$ cat config.mk
export PLATFORM = sky130hd
export DESIGN_NAME = nmea_sentence_field_parser
export DESIGN_NICKNAME = d
export VERILOG_FILES = /design/src/design/nsfp_pkg.sv /design/src/design/nsfp_fifo.sv /design/src/design/nsfp_front.sv /design/src/design/nsfp_back.sv /design/src/design/nmea_sentence_field_parser.sv
export SDC_FILE = /design/constraint.sdc
export NUM_CORES = 1
export LEC_CHECK = 0
export ABC_AREA = 0
export BUFFER_PORTS_ARGS = -buffer_cell sky130_fd_sc_hd__buf_2
export CELL_PAD_IN_SITES_DETAIL_PLACEMENT = 0
export CELL_PAD_IN_SITES_GLOBAL_PLACEMENT = 1
export CORE_MARGIN = 5
export CORE_UTILIZATION = 35
export CTS_BUF_LIST = sky130_fd_sc_hd__clkbuf_8
export DETAILED_ROUTE_END_ITERATION = 7
export GPL_ROUTABILITY_DRIVEN = 0
export PLACE_DENSITY = 0.71
export SYNTH_ARGS = -nofsm -noshare
export SYNTH_HDL_FRONTEND = slang
export SYNTH_SLANG_ARGS = --single-unit
$ cat constraint.sdc
create_clock -name clk_i -period 4.5 [get_ports clk_i]
set_input_delay 0.675 -clock clk_i [delete_from_list [all_inputs] [get_ports clk_i]]
set_output_delay 0.675 -clock clk_i [all_outputs]
set_load 0.02 [all_outputs]
$ cat src/design/nsfp_pkg.sv
// Shared types, codes and sentence tables of the NMEA sentence field parser.
// No dependencies; nsfp_front, nsfp_back and the top module import this package.
package nsfp_pkg;

  // Parser phase: idle, skip talker letter, four header bytes, body
  typedef enum logic [2:0] {
    PH_IDLE,
    PH_SKIP,
    PH_HDR1,
    PH_HDR2,
    PH_HDR3,
    PH_HDR4,
    PH_BODY
  } phase_e;

  // Field table of the current sentence
  typedef enum logic [2:0] {
    TAB_RMC,
    TAB_VTG,
    TAB_GGA,
    TAB_GSA,
    TAB_GSV,
    TAB_NONE
  } tab_e;

  // Sentence kind reported at the end of a sentence
  typedef enum logic [2:0] {
    KIND_NONE,
    KIND_RMC,
    KIND_GPVTG,
    KIND_GNVTG,
    KIND_GGA,
    KIND_GPGSV,
    KIND_GLGSV,
    KIND_GSA
  } kind_e;

  // Type words, first header byte in the low octet
  localparam logic [31:0] HdrGprmc = 32'h434D5250;
  localparam logic [31:0] HdrGnrmc = 32'h434D524E;
  localparam logic [31:0] HdrGpvtg = 32'h47545650;
  localparam logic [31:0] HdrGnvtg = 32'h4754564E;
  localparam logic [31:0] HdrGpgga = 32'h41474750;
  localparam logic [31:0] HdrGngga = 32'h4147474E;
  localparam logic [31:0] HdrGpgsv = 32'h56534750;
  localparam logic [31:0] HdrGlgsv = 32'h5653474C;
  localparam logic [31:0] HdrGngsa = 32'h4153474E;
  localparam logic [31:0] HdrGpgsa = 32'h41534750;

  localparam logic [7:0] ChDollar = 8'h24;
  localparam logic [7:0] ChComma  = 8'h2C;
  localparam logic [7:0] ChStar   = 8'h2A;

  localparam logic [4:0] NoField   = 5'd31;
  localparam logic [4:0] FieldSat  = 5'd30;
  localparam logic [4:0] SatField  = 5'd2;
  localparam logic [9:0] SatMax    = 10'd999;
  localparam int unsigned NumSlots = 76;

  // Classified byte passed from front to back
  typedef struct packed {
    logic [7:0] rx_byte;
    logic       is_dollar;
    logic       is_comma;
    logic       is_star;
    logic       is_digit;
    logic [3:0] digit;
  } token_t;

  // One result beat
  typedef struct packed {
    logic [2:0] done_kind;
    logic       write_valid;
    logic [2:0] write_table;
    logic [4:0] write_field;
    logic [3:0] write_pos;
    logic [7:0] write_char;
    logic [9:0] gps_sats;
    logic [9:0] glonass_sats;
  } result_t;

  typedef struct packed {
    tab_e  tab;
    kind_e kind;
  } class_t;

  // Map a type word to its table and kind
  function automatic class_t classify(logic [31:0] w);
    class_t c;
    c.tab  = TAB_NONE;
    c.kind = KIND_NONE;
    case (w)
      HdrGprmc, HdrGnrmc: begin c.tab = TAB_RMC; c.kind = KIND_RMC; end
      HdrGpvtg:           begin c.tab = TAB_VTG; c.kind = KIND_GPVTG; end
      HdrGnvtg:           begin c.tab = TAB_VTG; c.kind = KIND_GNVTG; end
      HdrGpgga, HdrGngga: begin c.tab = TAB_GGA; c.kind = KIND_GGA; end
      HdrGpgsv:           begin c.tab = TAB_GSV; c.kind = KIND_GPGSV; end
      HdrGlgsv:           begin c.tab = TAB_GSV; c.kind = KIND_GLGSV; end
      HdrGngsa, HdrGpgsa: begin c.tab = TAB_GSA; c.kind = KIND_GSA; end
      default: ;
    endcase
    return c;
  endfunction

  // Number of fields in each table
  function automatic logic [4:0] table_count(tab_e t);
    logic [4:0] n;
    case (t)
      TAB_RMC: n = 5'd13;
      TAB_VTG: n = 5'd10;
      TAB_GGA: n = 5'd15;
      TAB_GSA: n = 5'd18;
      TAB_GSV: n = 5'd20;
      default: n = 5'd0;
    endcase
    return n;
  endfunction

  // First slot of each table in the field store
  function automatic logic [6:0] table_base(tab_e t);
    logic [6:0] b;
    case (t)
      TAB_RMC: b = 7'd0;
      TAB_VTG: b = 7'd13;
      TAB_GGA: b = 7'd23;
      TAB_GSA: b = 7'd38;
      TAB_GSV: b = 7'd56;
      default: b = 7'd0;
    endcase
    return b;
  endfunction

endpackage

$ cat src/design/nsfp_fifo.sv
// Two-entry queue used between parser stages and at the result side.
// No dependencies.
module nsfp_fifo #(
  parameter int unsigned Width = 8
) (
  input  logic             clk_i,
  input  logic             rst_ni,
  input  logic             push_i,
  input  logic [Width-1:0] wdata_i,
  output logic             full_o,
  input  logic             pop_i,
  output logic [Width-1:0] rdata_o,
  output logic             empty_o
);

  logic [Width-1:0] mem_q [2];
  logic             wr_q, wr_d;
  logic             rd_q, rd_d;
  logic [1:0]       cnt_q, cnt_d;
  logic             do_push, do_pop;

  assign full_o  = (cnt_q == 2'd2);
  assign empty_o = (cnt_q == 2'd0);
  assign rdata_o = mem_q[rd_q];
  assign do_push = push_i && !full_o;
  assign do_pop  = pop_i && !empty_o;

  // Advance pointers and occupancy
  always_comb begin
    wr_d  = do_push ? ~wr_q : wr_q;
    rd_d  = do_pop ? ~rd_q : rd_q;
    cnt_d = cnt_q;
    if (do_push && !do_pop) begin
      cnt_d = cnt_q + 2'd1;
    end else if (do_pop && !do_push) begin
      cnt_d = cnt_q - 2'd1;
    end
  end

  always_ff @(posedge clk_i or negedge rst_ni) begin
    if (!rst_ni) begin
      wr_q  <= 1'b0;
      rd_q  <= 1'b0;
      cnt_q <= 2'd0;
    end else begin
      wr_q  <= wr_d;
      rd_q  <= rd_d;
      cnt_q <= cnt_d;
    end
  end

  // Store an entry on each accepted beat
  always_ff @(posedge clk_i) begin
    if (do_push) begin
      mem_q[wr_q] <= wdata_i;
    end
  end

endmodule

$ cat src/design/nsfp_front.sv
// Front end: accepts received bytes, classifies them and queues tokens.
// Depends on nsfp_pkg and nsfp_fifo.
module nsfp_front
  import nsfp_pkg::*;
(
  input  logic   clk_i,
  input  logic   rst_ni,
  input  logic   push,
  output logic   full,
  input  logic   [7:0] rx_byte_i,
  output token_t tok_o,
  output logic   tok_empty_o,
  input  logic   tok_pop_i
);

  token_t tok_in;

  // Classify the incoming byte
  always_comb begin
    tok_in.rx_byte   = rx_byte_i;
    tok_in.is_dollar = (rx_byte_i == ChDollar);
    tok_in.is_comma  = (rx_byte_i == ChComma);
    tok_in.is_star   = (rx_byte_i == ChStar);
    tok_in.is_digit  = (rx_byte_i inside {[8'h30:8'h39]});
    tok_in.digit     = rx_byte_i[3:0];
  end

  nsfp_fifo #(
    .Width($bits(token_t))
  ) u_tok_fifo (
    .clk_i   (clk_i),
    .rst_ni  (rst_ni),
    .push_i  (push),
    .wdata_i (tok_in),
    .full_o  (full),
    .pop_i   (tok_pop_i),
    .rdata_o (tok_o),
    .empty_o (tok_empty_o)
  );

endmodule

$ cat src/design/nsfp_back.sv
// Back end: sentence state machine, field store, satellite counts, result queue.
// Depends on nsfp_pkg and nsfp_fifo.
module nsfp_back
  import nsfp_pkg::*;
#(
  parameter int unsigned FIELD_CHARS = 16
) (
  input  logic    clk_i,
  input  logic    rst_ni,
  input  token_t  tok_i,
  input  logic    tok_empty_i,
  output logic    tok_pop_o,
  output result_t res_o,
  output logic    empty,
  input  logic    pop
);

  localparam int unsigned CW = $clog2(FIELD_CHARS + 1);
  localparam int unsigned IW = $clog2(FIELD_CHARS);

  phase_e      phase_q, phase_d;
  logic [31:0] hdr_q, hdr_d;
  tab_e        tab_q, tab_d;
  kind_e       kind_q, kind_d;
  logic [4:0]  field_q, field_d;
  logic [CW-1:0] pos_q, pos_d;
  logic [9:0]  acc_q, acc_d;
  logic        run_q, run_d;
  logic [9:0]  gps_q, gps_d;
  logic [9:0]  glo_q, glo_d;

  logic [7:0]    chars_q [NumSlots][FIELD_CHARS];
  logic [CW-1:0] len_q [NumSlots];
  logic [NumSlots-1:0] len_vld_q;

  class_t        cls;
  logic [4:0]    cnt;
  logic [6:0]    slot;
  logic          chr_we, len_we;
  logic [CW-1:0] len_val;
  logic [13:0]   prod;
  logic          out_full;
  logic          step;
  result_t       res;

  assign step      = !tok_empty_i && !out_full;
  assign tok_pop_o = step;

  // Next state and result for one token
  always_comb begin
    phase_d = phase_q;
    hdr_d   = hdr_q;
    tab_d   = tab_q;
    kind_d  = kind_q;
    field_d = field_q;
    pos_d   = pos_q;
    acc_d   = acc_q;
    run_d   = run_q;
    gps_d   = gps_q;
    glo_d   = glo_q;
    res     = '0;
    chr_we  = 1'b0;
    len_we  = 1'b0;
    len_val = '0;
    slot    = '0;
    prod    = '0;
    cls     = classify(hdr_q);
    cnt     = table_count(tab_q);
    if (step) begin
      if (tok_i.is_dollar) begin
        phase_d = PH_SKIP;
        field_d = NoField;
        pos_d   = '0;
      end else begin
        case (phase_q)
          PH_IDLE: ;
          PH_SKIP: phase_d = PH_HDR1;
          PH_HDR1, PH_HDR2, PH_HDR3, PH_HDR4: begin
            hdr_d   = {tok_i.rx_byte, hdr_q[31:8]};
            phase_d = phase_e'(phase_q + 3'd1);
            if (phase_q == PH_HDR4) begin
              cls    = classify(hdr_d);
              tab_d  = cls.tab;
              kind_d = cls.kind;
            end
          end
          PH_BODY: begin
            if (tab_q == TAB_NONE) begin
              phase_d = PH_IDLE;
            end else if (tok_i.is_comma) begin
              // Open the next field and clear its length
              if (field_q == NoField) begin
                field_d = 5'd0;
              end else if (field_q < FieldSat) begin
                field_d = field_q + 5'd1;
              end
              pos_d = '0;
              if (field_d < cnt) begin
                slot            = table_base(tab_q) + 7'(field_d);
                len_we          = 1'b1;
                res.write_valid = 1'b1;
                res.write_table = tab_q;
                res.write_field = field_d;
                if (tab_q == TAB_GSV && field_d == SatField) begin
                  acc_d = '0;
                  run_d = 1'b1;
                end
              end
            end else if (tok_i.is_star) begin
              // Report the sentence and latch the satellite count
              res.done_kind = kind_q;
              if (kind_q == KIND_GPGSV) gps_d = acc_q;
              if (kind_q == KIND_GLGSV) glo_d = acc_q;
              phase_d = PH_IDLE;
            end else if (field_q < cnt && pos_q < CW'(FIELD_CHARS)) begin
              // Append the character to the open field
              slot            = table_base(tab_q) + 7'(field_q);
              chr_we          = 1'b1;
              len_we          = 1'b1;
              len_val         = pos_q + CW'(1);
              res.write_valid = 1'b1;
              res.write_table = tab_q;
              res.write_field = field_q;
              res.write_pos   = 4'(pos_q);
              res.write_char  = tok_i.rx_byte;
              pos_d           = pos_q + CW'(1);
              if (tab_q == TAB_GSV && field_q == SatField && run_q) begin
                if (tok_i.is_digit) begin
                  prod  = {4'd0, acc_q} * 14'd10 + 14'(tok_i.digit);
                  acc_d = (prod > 14'(SatMax)) ? SatMax : prod[9:0];
                end else begin
                  run_d = 1'b0;
                end
              end
            end
          end
          default: phase_d = PH_IDLE;
        endcase
      end
    end
    res.gps_sats     = gps_d;
    res.glonass_sats = glo_d;
  end

  always_ff @(posedge clk_i or negedge rst_ni) begin
    if (!rst_ni) begin
      phase_q <= PH_IDLE;
      hdr_q   <= '0;
      tab_q   <= TAB_NONE;
      kind_q  <= KIND_NONE;
      field_q <= NoField;
      pos_q   <= '0;
      acc_q   <= '0;
      run_q   <= 1'b0;
      gps_q   <= '0;
      glo_q   <= '0;
    end else begin
      phase_q <= phase_d;
      hdr_q   <= hdr_d;
      tab_q   <= tab_d;
      kind_q  <= kind_d;
      field_q <= field_d;
      pos_q   <= pos_d;
      acc_q   <= acc_d;
      run_q   <= run_d;
      gps_q   <= gps_d;
      glo_q   <= glo_d;
    end
  end

  // Mark a field length as written; an unmarked slot counts as length zero
  always_ff @(posedge clk_i or negedge rst_ni) begin
    if (!rst_ni) begin
      len_vld_q <= '0;
    end else if (len_we) begin
      len_vld_q[slot] <= 1'b1;
    end
  end

  // Field length store
  always_ff @(posedge clk_i) begin
    if (len_we) begin
      len_q[slot] <= len_val;
    end
  end

  // Field character store
  always_ff @(posedge clk_i) begin
    if (chr_we) begin
      chars_q[slot][pos_q[IW-1:0]] <= tok_i.rx_byte;
    end
  end

  nsfp_fifo #(
    .Width($bits(result_t))
  ) u_res_fifo (
    .clk_i   (clk_i),
    .rst_ni  (rst_ni),
    .push_i  (step),
    .wdata_i (res),
    .full_o  (out_full),
    .pop_i   (pop),
    .rdata_o (res_o),
    .empty_o (empty)
  );

endmodule

$ cat src/design/nmea_sentence_field_parser.sv
// NMEA 0183 sentence field parser: one received byte per beat, one result per byte.
// Each result is registered in the result queue, behind the token queue of the front end.
// Throughput: one byte per cycle unless the result queue fills and stalls the back end;
// the back end updates the sentence state per token, with two-entry queues after the front and the back.
// Reset: parser idle, counts and field lengths zero; field characters undefined.
// Depends on nsfp_pkg, nsfp_front, nsfp_back.
module nmea_sentence_field_parser
  import nsfp_pkg::*;
#(
  parameter int unsigned FIELD_CHARS = 16
) (
  input  logic       clk_i,
  input  logic       rst_ni,
  input  logic       push,
  output logic       full,
  input  logic [7:0] rx_byte_i,
  output logic       empty,
  input  logic       pop,
  output logic [2:0] done_kind_o,
  output logic       write_valid_o,
  output logic [2:0] write_table_o,
  output logic [4:0] write_field_o,
  output logic [3:0] write_pos_o,
  output logic [7:0] write_char_o,
  output logic [9:0] gps_sats_o,
  output logic [9:0] glonass_sats_o
);

  token_t  tok;
  logic    tok_empty;
  logic    tok_pop;
  result_t res;

  nsfp_front u_front (
    .clk_i       (clk_i),
    .rst_ni      (rst_ni),
    .push        (push),
    .full        (full),
    .rx_byte_i   (rx_byte_i),
    .tok_o       (tok),
    .tok_empty_o (tok_empty),
    .tok_pop_i   (tok_pop)
  );

  nsfp_back #(
    .FIELD_CHARS(FIELD_CHARS)
  ) u_back (
    .clk_i       (clk_i),
    .rst_ni      (rst_ni),
    .tok_i       (tok),
    .tok_empty_i (tok_empty),
    .tok_pop_o   (tok_pop),
    .res_o       (res),
    .empty       (empty),
    .pop         (pop)
  );

  // Split the result beat onto its ports
  assign done_kind_o    = res.done_kind;
  assign write_valid_o  = res.write_valid;
  assign write_table_o  = res.write_table;
  assign write_field_o  = res.write_field;
  assign write_pos_o    = res.write_pos;
  assign write_char_o   = res.write_char;
  assign gps_sats_o     = res.gps_sats;
  assign glonass_sats_o = res.glonass_sats;

endmodule
==> results.py <==
metrics = {
    "clock_network": {
        "numCtsBuffers": 17,
        "cts-root-buf": "clkbuf_8",
        "clock_path_buffers": 2,
        "post_cts_resized": 0,
        "cts_tree": "built",
        "numClockSinks": 194,
        "ctsHoldBuffers": 0,
        "clk_pin_slew_ns": 0.10,
        "htree_levels": 4,
        "clkLatencyLatePin_ns": 0.48,
        "post-cts-setup-buffers": 0,
    },
    "critical_path": {
        "criticalPathCategory": "reg -> reg",
        "cp_common_cell": "ha_1",
        "start_kind": "flip-flop",
        "rr_endpoint": "u_back.acc_q[3]",
        "slowest_delay_ns": 0.65,
        "required_ns": 4.91,
        "cp_cell_sequence": "ha_1 > and3_1 > ha_1 > o21bai_1 > a31oi_1 > ha_1 > or4_1 > o21bai_1 > o2111ai_2 > or4_4 > a311oi_4 > a32o_1",
        "cpMaxStageDelayCell": "dfstp_2",
        "arrival_ns": 4.59,
        "crit_family": "compound AO/OA/AOI/OAI gates",
        "ff2ff_path_depth": 12,
        "rr_startpoint": "u_back.field_q[1]",
        "path_max_fanout": 10,
        "end_kind": "flip-flop",
        "rrSetupSlack_ns": 0.32,
        "critPathBufInv": 0,
    },
    "yosys": {
        "ys_seq_elements": 194,
        "yosysSeqAreaShare_pct": 59.1,
        "ys_types": 74,
        "ys_async_sr_fraction_pct": 42.3,
        "netlist_area_sq_mm": 0.00917,
        "synth-edff-count": 112,
        "ys.flop_type": "edfxtp_1",
        "avgSynthCellArea_sq_um": 13.1,
        "synthTopCellsByArea": "edfxtp_1 (37%), dfrtp_1 (20%), mux2_2 (10%)",
        "ys_warn_count": 0,
        "syn_inst": 698,
        "yosys.area.top_type": "edfxtp_1",
        "synth_top_area_share_pct": 36.7,
        "synth_nets": 750,
    },
    "global_routing": {
        "overflow": 0,
        "grt_pass1_wl_mm": 31.0,
        "grt_start_max_net_pins": 60,
        "antenna_found_initial": 0,
        "first_global_vias": 5878,
        "grt.total_usage_pct": 13.3,
    },
    "drt": {
        "vias": 5738,
        "remaining_drc_errors": 0,
        "drtAntennaViolNets": 0,
        "vias_per_cell": 5.14,
        "drt_iter0_drc": 362,
        "wl_per_cell_um": 17.0,
        "wirelength_mm": 19.0,
        "first_pass_iters": 5,
    },
    "sta": {
        "fin_skew_ns": 0.0134,
        "slew_headroom_pct": 32.2,
        "fin_hold_ws_ns": 0.263,
        "worstMarginPinSlew_ns": 1.01,
        "period_share_pct": 92.8,
        "finalSetupViolCount": 0,
        "hold_viol": 0,
        "drv_slew": 0,
        "rsz0062_at_grt": "no",
        "period_minus_slack_ns": 4.18,
        "tns_ns": 0,
        "max_freq_mhz": 239,
    },
    "die": {
        "start_util_pct": 35.4,
        "die_w_um": 172,
        "die_area_sq_mm": 0.0295,
        "num_rows": 59,
        "ios": 58,
        "die_h_um": 172,
        "coreArea_sq_mm": 0.0259,
    },
    "power_and_ir_drop": {
        "swShare_pct": 37.7,
        "pwr-share-seq_pct": 44.6,
        "p_comb_share_pct": 37.5,
        "ir_drop_mv": 0.364,
        "powerDensity_mw_per_mm2": 632,
        "p_sw_mw": 2.46,
        "power_frac_clock_pct": 17.9,
        "p_leak_nw": 4.20,
        "intPower_mw": 4.06,
    },
    "layout": {
        "fin_nets": 820,
        "antenna_cells": 0,
        "final_cell_mix": "edfxtp_1 (112), mux2_2 (83), dfrtp_1 (74)",
        "final_common_cell": "edfxtp_1",
        "area_delta_synth_final_pct": 12.5,
        "drive_above_1_share_pct": 27.5,
        "fill_cells": 2474,
    },
    "run_status": {
        "outcome": "finished, final reports clean",
    },
    "placed_design": {
        "hpwl_mm": 13.4,
        "io_buffers": 57,
    },
    "run": {
        "max_cap_violations": 0,
    },
    "min_path": {
        "hp-class": "in -> async",
    },
}
through the flow:
step | cells | instance area [sq um] | worst slack [ns] | utilization [%] | power, mW
6_report | 1116 | 10300 | 0.322 | 39.8 | 6.52
5_1_grt | 1116 | 10300 | 0.158 | 39.8 | 6.95
3_5_place_dp | 1084 | 9920 | 0.410 | 38.3 | 5.45
4_1_cts | 1116 | 10300 | 0.367 | 39.8 | 6.63
3_3_place_gp | 1084 | 9920 | 0.449 | 38.3 | 5.41
2_1_floorplan | 698 | 9170 | 0.781 | - | 4.61
synth_stat cells, types with 5 or more instances:
master,instances
or2_2,5
and3_1,6
nand3_1,10
xnor2_1,14
clkbuf_1,11
nand2b_1,5
nor4_1,7
nor3_1,11
o21ai_0,24
or3_1,5
nand2_1,33
o21a_1,5
a22oi_1,5
nor2b_1,5
a211oi_1,7
nor2_1,59
o22a_1,5
dfrtp_1,75
ha_1,38
edfxtp_1,112
xor2_1,6
inv_1,26
mux2i_1,13
a21oi_1,26
dfstp_2,7
and2_1,6
mux2_2,83
nor3b_1,7
nand4_1,6
worst max path at each step:
stage / from / end / slack, ns / cells past startpoint
3_5_place_dp: u_back.field_q[1] / u_back.acc_q[3] / 0.41 / 12
2_1_floorplan: u_back.field_q[1] / u_back.acc_q[3] / 0.78 / 12
6_report: u_back.field_q[1] / u_back.acc_q[3] / 0.32 / 12
4_1_cts: u_back.field_q[1] / u_back.acc_q[3] / 0.37 / 12
3_3_place_gp: u_back.field_q[1] / u_back.acc_q[3] / 0.45 / 12
5_1_grt: u_back.field_q[1] / u_back.acc_q[3] / 0.16 / 12
flip-flops by register name, summed over array words and instances (netlist names), 2 cells and up:
register and count:
u_back.acc_q 10, u_back.u_res_fifo.cnt_q 2, u_back.u_res_fifo.mem_q 88, u_back.glo_q 10, u_back.phase_q 3, u_front.u_tok_fifo.mem_q 24
u_front.u_tok_fifo.cnt_q 2, u_back.tab_q 3, u_back.field_q 5, u_back.gps_q 10, u_back.kind_q 3, u_back.pos_q 5
u_back.hdr_q 24
layout make-up:
type	count	area, sq um	share of cell area (%)
multi-input combinational	458	3580	34.7
inverter	26	97.6	0.946
tap	335	419	4.06
clock buffer	18	248	2.40
clock inverter	14	151	1.47
timing repair buffer	71	393	3.81
sequential	194	5430	52.6
power by group through the flow:
stage,combinational (mW),sequential (mW),clock [mW]
2_1_floorplan,1.78,2.83,0
3_3_place_gp,2.49,2.93,0
3_5_place_dp,2.49,2.96,0
4_1_cts,2.51,2.92,1.20
5_1_grt,2.70,2.98,1.28
6_report,2.44,2.91,1.17
kinds of logic (layout without fill, tap and decap cells):
family / Yosys count / in the layout / synth area share (%)
multiplexers: 97 / 97 / 11.8
XOR/XNOR: 20 / 20 / 1.91
flip-flops: 194 / 194 / 59.1
AND/OR/NAND/NOR: 187 / 187 / 11.0
AO/OA/AOI/OAI: 114 / 114 / 8.62
buffers and inverters: 46 / 129 / 1.98
adder cells (fa/ha/maj): 40 / 40 / 5.62
layer usage:
layer  routed length, um  track usage (%)  part of all wire [%]  vias to the layer above
met2                9050             21.8                    48                      112
met4                 223             3.18                   1.2                        0
met5                   0                0                     0                        -
met3                 757             3.13                   4.0                       23
li1                    -                -                     -                     2756
met1                8960             17.9                    47                     2847
No activity file was read; power rests on OpenSTA's default activity.
